==> src/bab_pkg.sv <==
// Shared types, constants and codes for the block allocation bitmap.
package bab_pkg;

   // map geometry
   localparam int WORD_BITS  = 32;
   localparam int MAP_WORDS  = 64;
   localparam int TOTAL_BITS = WORD_BITS * MAP_WORDS;
   localparam int BIT_IDX_W  = $clog2(WORD_BITS);
   localparam int WORD_IDX_W = (MAP_WORDS > 1) ? $clog2(MAP_WORDS) : 1;
   localparam int BLK_W      = BIT_IDX_W + WORD_IDX_W;

   // field widths
   localparam int ACTION_W   = 2;
   localparam int BLKNUM_W   = 16;
   localparam int ALLOC_W    = 11;
   localparam int COUNT_W    = 12;
   localparam int USABLE_W   = 12;
   localparam int DIR_W      = 5;
   localparam int COUNT_MAX  = 4095;

   // configuration port
   localparam int CSR_ADDR_W = 3;
   localparam int CSR_DATA_W = 32;

   localparam logic [USABLE_W-1:0] USABLE_RESET = USABLE_W'(2048);
   localparam logic [DIR_W-1:0]    DIR_RESET    = DIR_W'(2);

   typedef enum logic [0:0] {
      REG_USABLE = 1'b0,
      REG_DIR    = 1'b1
   } reg_index_type;

   typedef enum logic [ACTION_W-1:0] {
      ACT_CLEAR = 2'd0,
      ACT_MARK  = 2'd1,
      ACT_ALLOC = 2'd2,
      ACT_NOP   = 2'd3
   } action_type;

   typedef struct packed {
      logic [ACTION_W-1:0] action;
      logic [BLKNUM_W-1:0] block_number;
   } req_payload_type;

   typedef struct packed {
      logic [ALLOC_W-1:0] allocated_block;
      logic               disk_full;
      logic               bad_block;
      logic [COUNT_W-1:0] used_count;
   } rsp_payload_type;

   typedef struct packed {
      logic [USABLE_W-1:0] usable_blocks;
      logic [DIR_W-1:0]    dir_blocks;
   } cfg_type;

   typedef enum logic [2:0] {
      ST_INIT,
      ST_IDLE,
      ST_CLEAR,
      ST_MARK_RD,
      ST_MARK_WR,
      ST_SCAN,
      ST_DONE
   } state_type;

   // controller to datapath
   typedef struct packed {
      logic start;     // latch request beat, reset address and result
      logic init_wr;   // write zero at sweep address, advance
      logic clr_wr;    // write directory pattern at sweep address, advance
      logic mark_rd;   // read the word holding the marked block
      logic mark_wr;   // set the marked bit
      logic scan_rd;   // read the word at scan address, advance
      logic alloc_wr;  // decide the allocation from the word just read
      logic load_rsp;  // copy result into output register
   } cmd_type;

   // datapath to controller
   typedef struct packed {
      logic addr_last;  // sweep address is on the last word
      logic scan_hit;   // word just read has a clear bit
      logic scan_end;   // word just read is the last word
   } status_type;

endpackage

==> src/block_allocation_bitmap_top.sv <==
// Top level of the block allocation bitmap.
//
// Keeps one bit per disk block (64 words of 32 bits) and a count of used
// blocks. Request beats on req_* carry an action and a block number:
// clear (zero the map, reserve dir_blocks low blocks), mark (set one block,
// flag numbers beyond the map), allocate (take the lowest clear block below
// usable_blocks, or report full). Each request gives one response beat on
// rsp_* with the allocated block, full and bad flags and the used count.
// A clear writes every map word in turn, a mark reads and then writes one
// word, a no-op goes straight to the response, and an allocate scans the
// map one word per cycle until a word with a clear bit or the last word.
// One request is in work at a time; req_ready is high while idle, which is
// the cycle after the response loads. A request may be taken while the
// previous response still waits. If rsp_ready stays low, the next result
// is held back until the output register frees. After reset a sweep over
// all map words zeroes the map, with req_ready low; csr_* writes are taken
// at any time and should only be issued while idle. Registers:
// usable_blocks at 0x0, dir_blocks at 0x4.
module block_allocation_bitmap_top
   import bab_pkg::*;
(
   input  logic                  clock,
   input  logic                  reset,
   input  logic                  req_valid,
   output logic                  req_ready,
   input  req_payload_type       req_data,
   output logic                  rsp_valid,
   input  logic                  rsp_ready,
   output rsp_payload_type       rsp_data,
   input  logic                  csr_psel,
   input  logic                  csr_penable,
   input  logic                  csr_pwrite,
   input  logic [CSR_ADDR_W-1:0] csr_paddr,
   input  logic [CSR_DATA_W-1:0] csr_pwdata,
   output logic [CSR_DATA_W-1:0] csr_prdata,
   output logic                  csr_pready
);

   cfg_type    cfg;
   cmd_type    cmd;
   status_type status;

   bab_csr u_csr (
      .clock       (clock),
      .reset       (reset),
      .csr_psel    (csr_psel),
      .csr_penable (csr_penable),
      .csr_pwrite  (csr_pwrite),
      .csr_paddr   (csr_paddr),
      .csr_pwdata  (csr_pwdata),
      .csr_prdata  (csr_prdata),
      .csr_pready  (csr_pready),
      .cfg         (cfg)
   );

   bab_dp u_dp (
      .clock    (clock),
      .reset    (reset),
      .cmd      (cmd),
      .cfg      (cfg),
      .req_data (req_data),
      .status   (status),
      .rsp_data (rsp_data)
   );

   bab_ctrl u_ctrl (
      .clock      (clock),
      .reset      (reset),
      .req_valid  (req_valid),
      .req_action (req_data.action),
      .req_ready  (req_ready),
      .rsp_valid  (rsp_valid),
      .rsp_ready  (rsp_ready),
      .status     (status),
      .cmd        (cmd)
   );

endmodule

==> src/bab_csr.sv <==
// Configuration registers behind the APB-style port.
module bab_csr
   import bab_pkg::*;
(
   input  logic                  clock,
   input  logic                  reset,
   input  logic                  csr_psel,
   input  logic                  csr_penable,
   input  logic                  csr_pwrite,
   input  logic [CSR_ADDR_W-1:0] csr_paddr,
   input  logic [CSR_DATA_W-1:0] csr_pwdata,
   output logic [CSR_DATA_W-1:0] csr_prdata,
   output logic                  csr_pready,
   output cfg_type               cfg
);

   logic [USABLE_W-1:0] usable_ff, usable_in;
   logic [DIR_W-1:0]    dir_ff, dir_in;
   reg_index_type       index;
   logic                wr_en;

   assign index      = reg_index_type'(csr_paddr[2]);
   assign wr_en      = csr_psel & csr_penable & csr_pwrite;
   assign csr_pready = 1'b1;

   // register write decode
   always_comb begin
      usable_in = usable_ff;
      dir_in    = dir_ff;
      if (wr_en) begin
         unique case (index)
            REG_USABLE: usable_in = csr_pwdata[USABLE_W-1:0];
            REG_DIR:    dir_in    = csr_pwdata[DIR_W-1:0];
            default:    ;
         endcase
      end
   end

   always_ff @(posedge clock) begin
      if (reset) begin
         usable_ff <= USABLE_RESET;
         dir_ff    <= DIR_RESET;
      end else begin
         usable_ff <= usable_in;
         dir_ff    <= dir_in;
      end
   end

   // read mux
   always_comb begin
      unique case (index)
         REG_USABLE: csr_prdata = CSR_DATA_W'(usable_ff);
         REG_DIR:    csr_prdata = CSR_DATA_W'(dir_ff);
         default:    csr_prdata = '0;
      endcase
   end

   assign cfg.usable_blocks = usable_ff;
   assign cfg.dir_blocks    = dir_ff;

endmodule

==> src/bab_dp.sv <==
// Datapath: map memory, sweep/scan address, used count and result registers.
module bab_dp
   import bab_pkg::*;
(
   input  logic            clock,
   input  logic            reset,
   input  cmd_type         cmd,
   input  cfg_type         cfg,
   input  req_payload_type req_data,
   output status_type      status,
   output rsp_payload_type rsp_data
);

   logic [WORD_BITS-1:0]  map_mem [MAP_WORDS];
   logic [WORD_BITS-1:0]  rd_data_ff;
   logic [WORD_IDX_W-1:0] rd_word_ff;
   logic                  rd_vld_ff, rd_vld_in;

   req_payload_type       req_ff, req_in;
   logic [WORD_IDX_W-1:0] addr_ff, addr_in;
   logic [COUNT_W-1:0]    used_ff, used_in;
   logic [ALLOC_W-1:0]    alloc_ff, alloc_in;
   logic                  full_ff, full_in;
   logic                  bad_ff, bad_in;
   rsp_payload_type       rsp_ff, rsp_in;

   logic [WORD_IDX_W-1:0] rd_addr;
   logic                  wr_en;
   logic [WORD_IDX_W-1:0] wr_addr;
   logic [WORD_BITS-1:0]  wr_data;

   logic                  mark_bad;
   logic [WORD_IDX_W-1:0] mark_word;
   logic [BIT_IDX_W-1:0]  mark_bit;
   logic [WORD_BITS-1:0]  mark_mask;
   logic [WORD_BITS-1:0]  dir_mask;
   logic [COUNT_W-1:0]    dir_count;
   logic [COUNT_W-1:0]    used_inc;
   logic                  free_found;
   logic [BIT_IDX_W-1:0]  free_bit;
   logic [WORD_BITS-1:0]  free_mask;
   logic [BLK_W-1:0]      cand;
   logic                  cand_ok;

   // mark decode
   assign mark_bad  = 32'(req_ff.block_number) >= 32'(TOTAL_BITS);
   assign mark_word = req_ff.block_number[BIT_IDX_W +: WORD_IDX_W];
   assign mark_bit  = req_ff.block_number[BIT_IDX_W-1:0];
   assign mark_mask = WORD_BITS'(1) << mark_bit;

   // directory pattern for the word at the sweep address
   always_comb begin
      for (int i = 0; i < WORD_BITS; i++) begin
         dir_mask[i] = (32'(addr_ff) * 32'(WORD_BITS) + 32'(i)) < 32'(cfg.dir_blocks);
      end
      if (32'(cfg.dir_blocks) > 32'(TOTAL_BITS)) dir_count = COUNT_W'(TOTAL_BITS);
      else                                       dir_count = COUNT_W'(cfg.dir_blocks);
   end

   // lowest clear bit of the word just read
   always_comb begin
      free_found = 1'b0;
      free_bit   = '0;
      for (int i = 0; i < WORD_BITS; i++) begin
         if (!free_found && !rd_data_ff[i]) begin
            free_found = 1'b1;
            free_bit   = BIT_IDX_W'(i);
         end
      end
      free_mask = WORD_BITS'(1) << free_bit;
   end

   assign cand    = {rd_word_ff, free_bit};
   assign cand_ok = free_found && (32'(cand) < 32'(cfg.usable_blocks));

   assign used_inc = (32'(used_ff) < COUNT_MAX) ? used_ff + COUNT_W'(1) : used_ff;

   assign rd_addr = cmd.mark_rd ? mark_word : addr_ff;

   // write port select and datapath register updates
   always_comb begin
      wr_en     = 1'b0;
      wr_addr   = addr_ff;
      wr_data   = '0;
      req_in    = req_ff;
      addr_in   = addr_ff;
      used_in   = used_ff;
      alloc_in  = alloc_ff;
      full_in   = full_ff;
      bad_in    = bad_ff;
      rsp_in    = rsp_ff;
      rd_vld_in = cmd.scan_rd;

      if (cmd.start) begin
         req_in   = req_data;
         addr_in  = '0;
         alloc_in = '0;
         full_in  = 1'b0;
         bad_in   = 1'b0;
      end
      if (cmd.init_wr) begin
         wr_en   = 1'b1;
         addr_in = addr_ff + WORD_IDX_W'(1);
      end
      if (cmd.clr_wr) begin
         wr_en   = 1'b1;
         wr_data = dir_mask;
         addr_in = addr_ff + WORD_IDX_W'(1);
         if (addr_ff == '0) used_in = dir_count;
      end
      if (cmd.mark_wr) begin
         bad_in = mark_bad;
         if (!mark_bad && !rd_data_ff[mark_bit]) begin
            wr_en   = 1'b1;
            wr_addr = mark_word;
            wr_data = rd_data_ff | mark_mask;
            used_in = used_inc;
         end
      end
      if (cmd.scan_rd) begin
         addr_in = addr_ff + WORD_IDX_W'(1);
      end
      if (cmd.alloc_wr) begin
         if (cand_ok) begin
            wr_en    = 1'b1;
            wr_addr  = rd_word_ff;
            wr_data  = rd_data_ff | free_mask;
            used_in  = used_inc;
            alloc_in = ALLOC_W'(cand);
         end else begin
            full_in  = 1'b1;
         end
      end
      if (cmd.load_rsp) begin
         rsp_in.allocated_block = alloc_ff;
         rsp_in.disk_full       = full_ff;
         rsp_in.bad_block       = bad_ff;
         rsp_in.used_count      = used_ff;
      end
   end

   // map memory: one write, one registered read per cycle
   always_ff @(posedge clock) begin
      if (wr_en) map_mem[wr_addr] <= wr_data;
      rd_data_ff <= map_mem[rd_addr];
      rd_word_ff <= rd_addr;
   end

   // control state
   always_ff @(posedge clock) begin
      if (reset) begin
         addr_ff   <= '0;
         used_ff   <= '0;
         rd_vld_ff <= 1'b0;
      end else begin
         addr_ff   <= addr_in;
         used_ff   <= used_in;
         rd_vld_ff <= rd_vld_in;
      end
   end

   // payload registers
   always_ff @(posedge clock) begin
      req_ff   <= req_in;
      alloc_ff <= alloc_in;
      full_ff  <= full_in;
      bad_ff   <= bad_in;
      rsp_ff   <= rsp_in;
   end

   assign status.addr_last = (32'(addr_ff) == MAP_WORDS - 1);
   assign status.scan_hit  = rd_vld_ff && (rd_data_ff != '1);
   assign status.scan_end  = rd_vld_ff && (32'(rd_word_ff) == MAP_WORDS - 1);

   assign rsp_data = rsp_ff;

endmodule

==> src/bab_ctrl.sv <==
// Controller: sequences init sweep, clear, mark and allocate scan.
module bab_ctrl
   import bab_pkg::*;
(
   input  logic       clock,
   input  logic       reset,
   input  logic       req_valid,
   input  logic [ACTION_W-1:0] req_action,
   output logic       req_ready,
   output logic       rsp_valid,
   input  logic       rsp_ready,
   input  status_type status,
   output cmd_type    cmd
);

   state_type state_ff, state_in;
   logic      rsp_valid_ff, rsp_valid_in;

   // next state and commands
   always_comb begin
      state_in  = state_ff;
      cmd       = '0;
      req_ready = 1'b0;

      unique case (state_ff)
         ST_INIT: begin
            cmd.init_wr = 1'b1;
            if (status.addr_last) state_in = ST_IDLE;
         end
         ST_IDLE: begin
            req_ready = 1'b1;
            if (req_valid) begin
               cmd.start = 1'b1;
               unique case (action_type'(req_action))
                  ACT_CLEAR: state_in = ST_CLEAR;
                  ACT_MARK:  state_in = ST_MARK_RD;
                  ACT_ALLOC: state_in = ST_SCAN;
                  default:   state_in = ST_DONE;
               endcase
            end
         end
         ST_CLEAR: begin
            cmd.clr_wr = 1'b1;
            if (status.addr_last) state_in = ST_DONE;
         end
         ST_MARK_RD: begin
            cmd.mark_rd = 1'b1;
            state_in    = ST_MARK_WR;
         end
         ST_MARK_WR: begin
            cmd.mark_wr = 1'b1;
            state_in    = ST_DONE;
         end
         ST_SCAN: begin
            if (status.scan_hit || status.scan_end) begin
               cmd.alloc_wr = 1'b1;
               state_in     = ST_DONE;
            end else begin
               cmd.scan_rd  = 1'b1;
            end
         end
         ST_DONE: begin
            if (!rsp_valid_ff || rsp_ready) begin
               cmd.load_rsp = 1'b1;
               state_in     = ST_IDLE;
            end
         end
         default: state_in = ST_IDLE;
      endcase
   end

   // output beat valid
   always_comb begin
      rsp_valid_in = rsp_valid_ff;
      if (rsp_ready) rsp_valid_in = 1'b0;
      if (cmd.load_rsp) rsp_valid_in = 1'b1;
   end

   always_ff @(posedge clock) begin
      if (reset) begin
         state_ff     <= ST_INIT;
         rsp_valid_ff <= 1'b0;
      end else begin
         state_ff     <= state_in;
         rsp_valid_ff <= rsp_valid_in;
      end
   end

   assign rsp_valid = rsp_valid_ff;

endmodule
==> config.mk <==
export PLATFORM = sky130hd
export DESIGN_NAME = block_allocation_bitmap_top
export DESIGN_NICKNAME = d
export VERILOG_FILES = /design/src/bab_pkg.sv /design/src/block_allocation_bitmap_top.sv /design/src/bab_csr.sv /design/src/bab_dp.sv /design/src/bab_ctrl.sv
export SDC_FILE = /design/constraint.sdc
export NUM_CORES = 2
export LEC_CHECK = 0
export ABC_AREA = 1
export BUFFER_PORTS_ARGS = -buffer_cell sky130_fd_sc_hd__clkbuf_2
export CELL_PAD_IN_SITES_DETAIL_PLACEMENT = 0
export CELL_PAD_IN_SITES_GLOBAL_PLACEMENT = 1
export CORE_UTILIZATION = 40
export CTS_CLUSTER_DIAMETER = 150
export CTS_CLUSTER_SIZE = 28
export DETAILED_ROUTE_END_ITERATION = 6
export PLACE_DENSITY = 0.69
export SLEW_MARGIN = 20
export SYNTH_ARGS = -nofsm -noshare
export SYNTH_HDL_FRONTEND = slang
export SYNTH_SLANG_ARGS = --single-unit
==> constraint.sdc <==
create_clock -name clock -period 9.74 [get_ports clock]
set_input_delay 0.487 -clock clock [delete_from_list [all_inputs] [get_ports clock]]
set_output_delay 0.487 -clock clock [all_outputs]
set_load 0.005 [all_outputs]
==> impl_metrics.toml <==
[routing]
dr.max_layer_used = "met4"
dr_wl_met2_um = 120000
wl_um = 251000
drc = 1
wl_met1_um = 106000
met3_length_um = 17600
wl_per_cell_um = 26.1
via_per_inst = 5.82
drt_iter0_markers = 6472
vias = 56045
firstDrtPassIters = 7
ant_nets = 1

[cts]
clk_path_buf_depth = 3
cts_tree = "built"
root_buffer = "clkbuf_16"
cts_buffers = 87
numClockSinks = 2180
h-tree-depth = 3
insertion_delay_ns = 0.76
cts_resized = 0
cts.clk_slew.worst_paths_ns = 0.11

[timing]
setup_viol = 0
period_minus_slack_ns = 6.06
timing.fmax_mhz = 165
worst_pin_slew_ns = 1.11
clock_skew_ns = 0.0255
tns_ns = 0
rsz0062_at_grt = "false"
final_max_slew_viol_count = 0
hold_viol = 0
hold_slack_ns = 0.0581
slew_headroom_pct = 26.3
period_share_pct = 62.2

[floorplanning]
fp.dieW_um = 468
initial_core_util_pct = 40.4
chipHeight_um = 468
num_rows = 170
ioPinCount = 120
die_area_mm2 = 0.219
core_area_mm2 = 0.215

[worst_setup_path]
crit_path_end_kind = "flop"
critPathRequiredTime_ns = 9.93
slowest_delay_ns = 0.90
worstSetupPathType = "reg2reg"
critPathMostFrequentCell = "inv_1"
start_kind = "flop"
cp_max_fo = 64
r2r_setup_slack_ns = 3.68
arrival_ns = 6.24
slowest_stage = "clkinv_2"

[finish]
drive_gt1_share_pct = 6.99
nFillCells = 19589
multiInputGateArea_mm2 = 0.0206
nets = 6844
final_area_mm2 = 0.0938
register_area_mm2 = 0.0646
final_util_pct = 43.5
area_growth_pct = 7.73

[synthesis]
synth_largest_area_cell = "edfxtp_1"
avgSynthCellArea_um2 = 12.6
netlist.area_leader.share_pct = 72.1
yosysUniqueCellTypes = 51
synthCells = 6903
yosysSeqAreaShare_pct = 74.2
synthTopCellsByArea = "edfxtp_1, o21ai_0, nor2_1"
yosys-top-cells-count = "edfxtp_1, nor2_1, o21ai_0"
synth-main-ff-cell = "edfxtp_1"
async_flop_share_pct = 0
synth.most_common_cell = "edfxtp_1"
ys_ff_latch = 2180
syn_area_mm2 = 0.0870
synth_edf_count = 2090
yosys_warnings = 0

[place]
hpwlAfterDp_um = 131000
gp_congestion = 0.858
portBuffers = 76
place_area_mm2 = 0.0911

[grt]
antenna_found_initial = 9
grt-ovfl-total = 0
grt_max_degree = 181
grt.total_usage_pct = 22.3
grt_pass1_wl_um = 360000
grt_pass1_vias = 51956

[status]
run_status = "finished with violations"
violations = "antenna rules, DRC"

[job]
drv_cap = 0

[pwr]
ir_worst_vdd_mv = 0.168
p_leak_nw = 27.4
power_density_mw_per_mm2 = 233

[min_path]
hp-class = "in2reg"
[logic make-up (layout without fill, tap and decap cells)]
group | Yosys count | in the layout | synth area share (%)
DFF | 2180 | 2180 | 74.2
AOI/OAI and AO/OA | 2167 | 2167 | 14.0
and+or+nand+nor | 1862 | 1862 | 8.53
buffers and inverters | 671 | 543 | 3.01
adders and majority gates | 16 | 16 | 0.230
xor gates and xnor gates | 5 | 5 | 0.0503
other | 2 | 26 | 0.00863
[critical path: cells and delay by family (launching register included)]
family / cells / cell delay, ns
buffers and inverters: 8 / 2.05
and+or+nand+nor: 13 / 1.75
DFF: 1 / 0.48
AOI/OAI and AO/OA: 6 / 0.96
adders and majority gates: 1 / 0.16
[where the power goes]
| part | internal (mW) | total, mW | switching, mW |
|---|---|---|---|
| Clock | 1.71 | 4.45 | 2.74 |
| Combinational | 1.57 | 6.52 | 4.95 |
| Sequential | 10.7 | 10.8 | 0.179 |
[area by class of cell]
class / instances / area share (%)
antenna: 5 / 0.0133
clock buffer: 112 / 2.49
clock inverter: 3 / 0.0440
inverter: 175 / 0.735
multi-input combinational: 4071 / 22.0
sequential: 2180 / 68.9
tap: 2838 / 3.79
timing repair buffer: 253 / 2.07
[sequential cells by signal, indices dropped and copies added, names as in the netlist, 11 cells and up]
name             flops
u_dp.map_mem      2048
u_dp.rd_data_ff     32
u_dp.rsp_data       25
u_csr.usable_ff     12
u_dp.used_ff        12
u_dp.alloc_ff       11
[cells in the final DEF (no fill, tap or decap), types with 125 or more instances in the layout]
cell type  instances
buf_4            139
edfxtp_1        2090
inv_1            146
nand2_1          225
nand3_1          139
nor2_1          1341
o21ai_0         1373
o221ai_1         125
o22ai_1          518
[what timing repair did]
item | CTS | global route
setup endpoints to repair | 0 | 0
hold buffers | 24 | 0
hold endpoints to repair | 25 | 0
setup buffers | 0 | 0
[worst paths after layout]
| check | cells after the start | endpoint | start |
|---|---|---|---|
| max | 28 | u_dp.map_mem[1][7] | u_dp.rd_data_ff[7] |
| min | 3 | u_csr.usable_ff[4] | csr_pwdata[4] |
| max reg2reg | 28 | u_dp.map_mem[1][7] | u_dp.rd_data_ff[7] |
| min reg2reg | 0 | u_dp.rsp_data[12] | u_dp.bad_ff |
[layer usage]
layer / vias to the layer above / GRT usage [%]
met5: - / 0
met4: 0 / 6.12
met3: 241 / 2.73
met2: 2130 / 37.0
met1: 28452 / 31.0
li1: 25222 / -
[stage by stage]
step / total power [mW] / worst slack (ns) / std cells
3_3_place_gp: 17.4 / 3.79 / 9493
4_1_cts: 21.9 / 3.73 / 9632
3_5_place_dp: 17.5 / 3.75 / 9493
6_report: 21.8 / 3.68 / 9637
5_1_grt: 22.7 / 3.17 / 9632
2_1_floorplan: 14.9 / 2.10 / 6922
No activity file was read; power rests on OpenSTA's default activity.
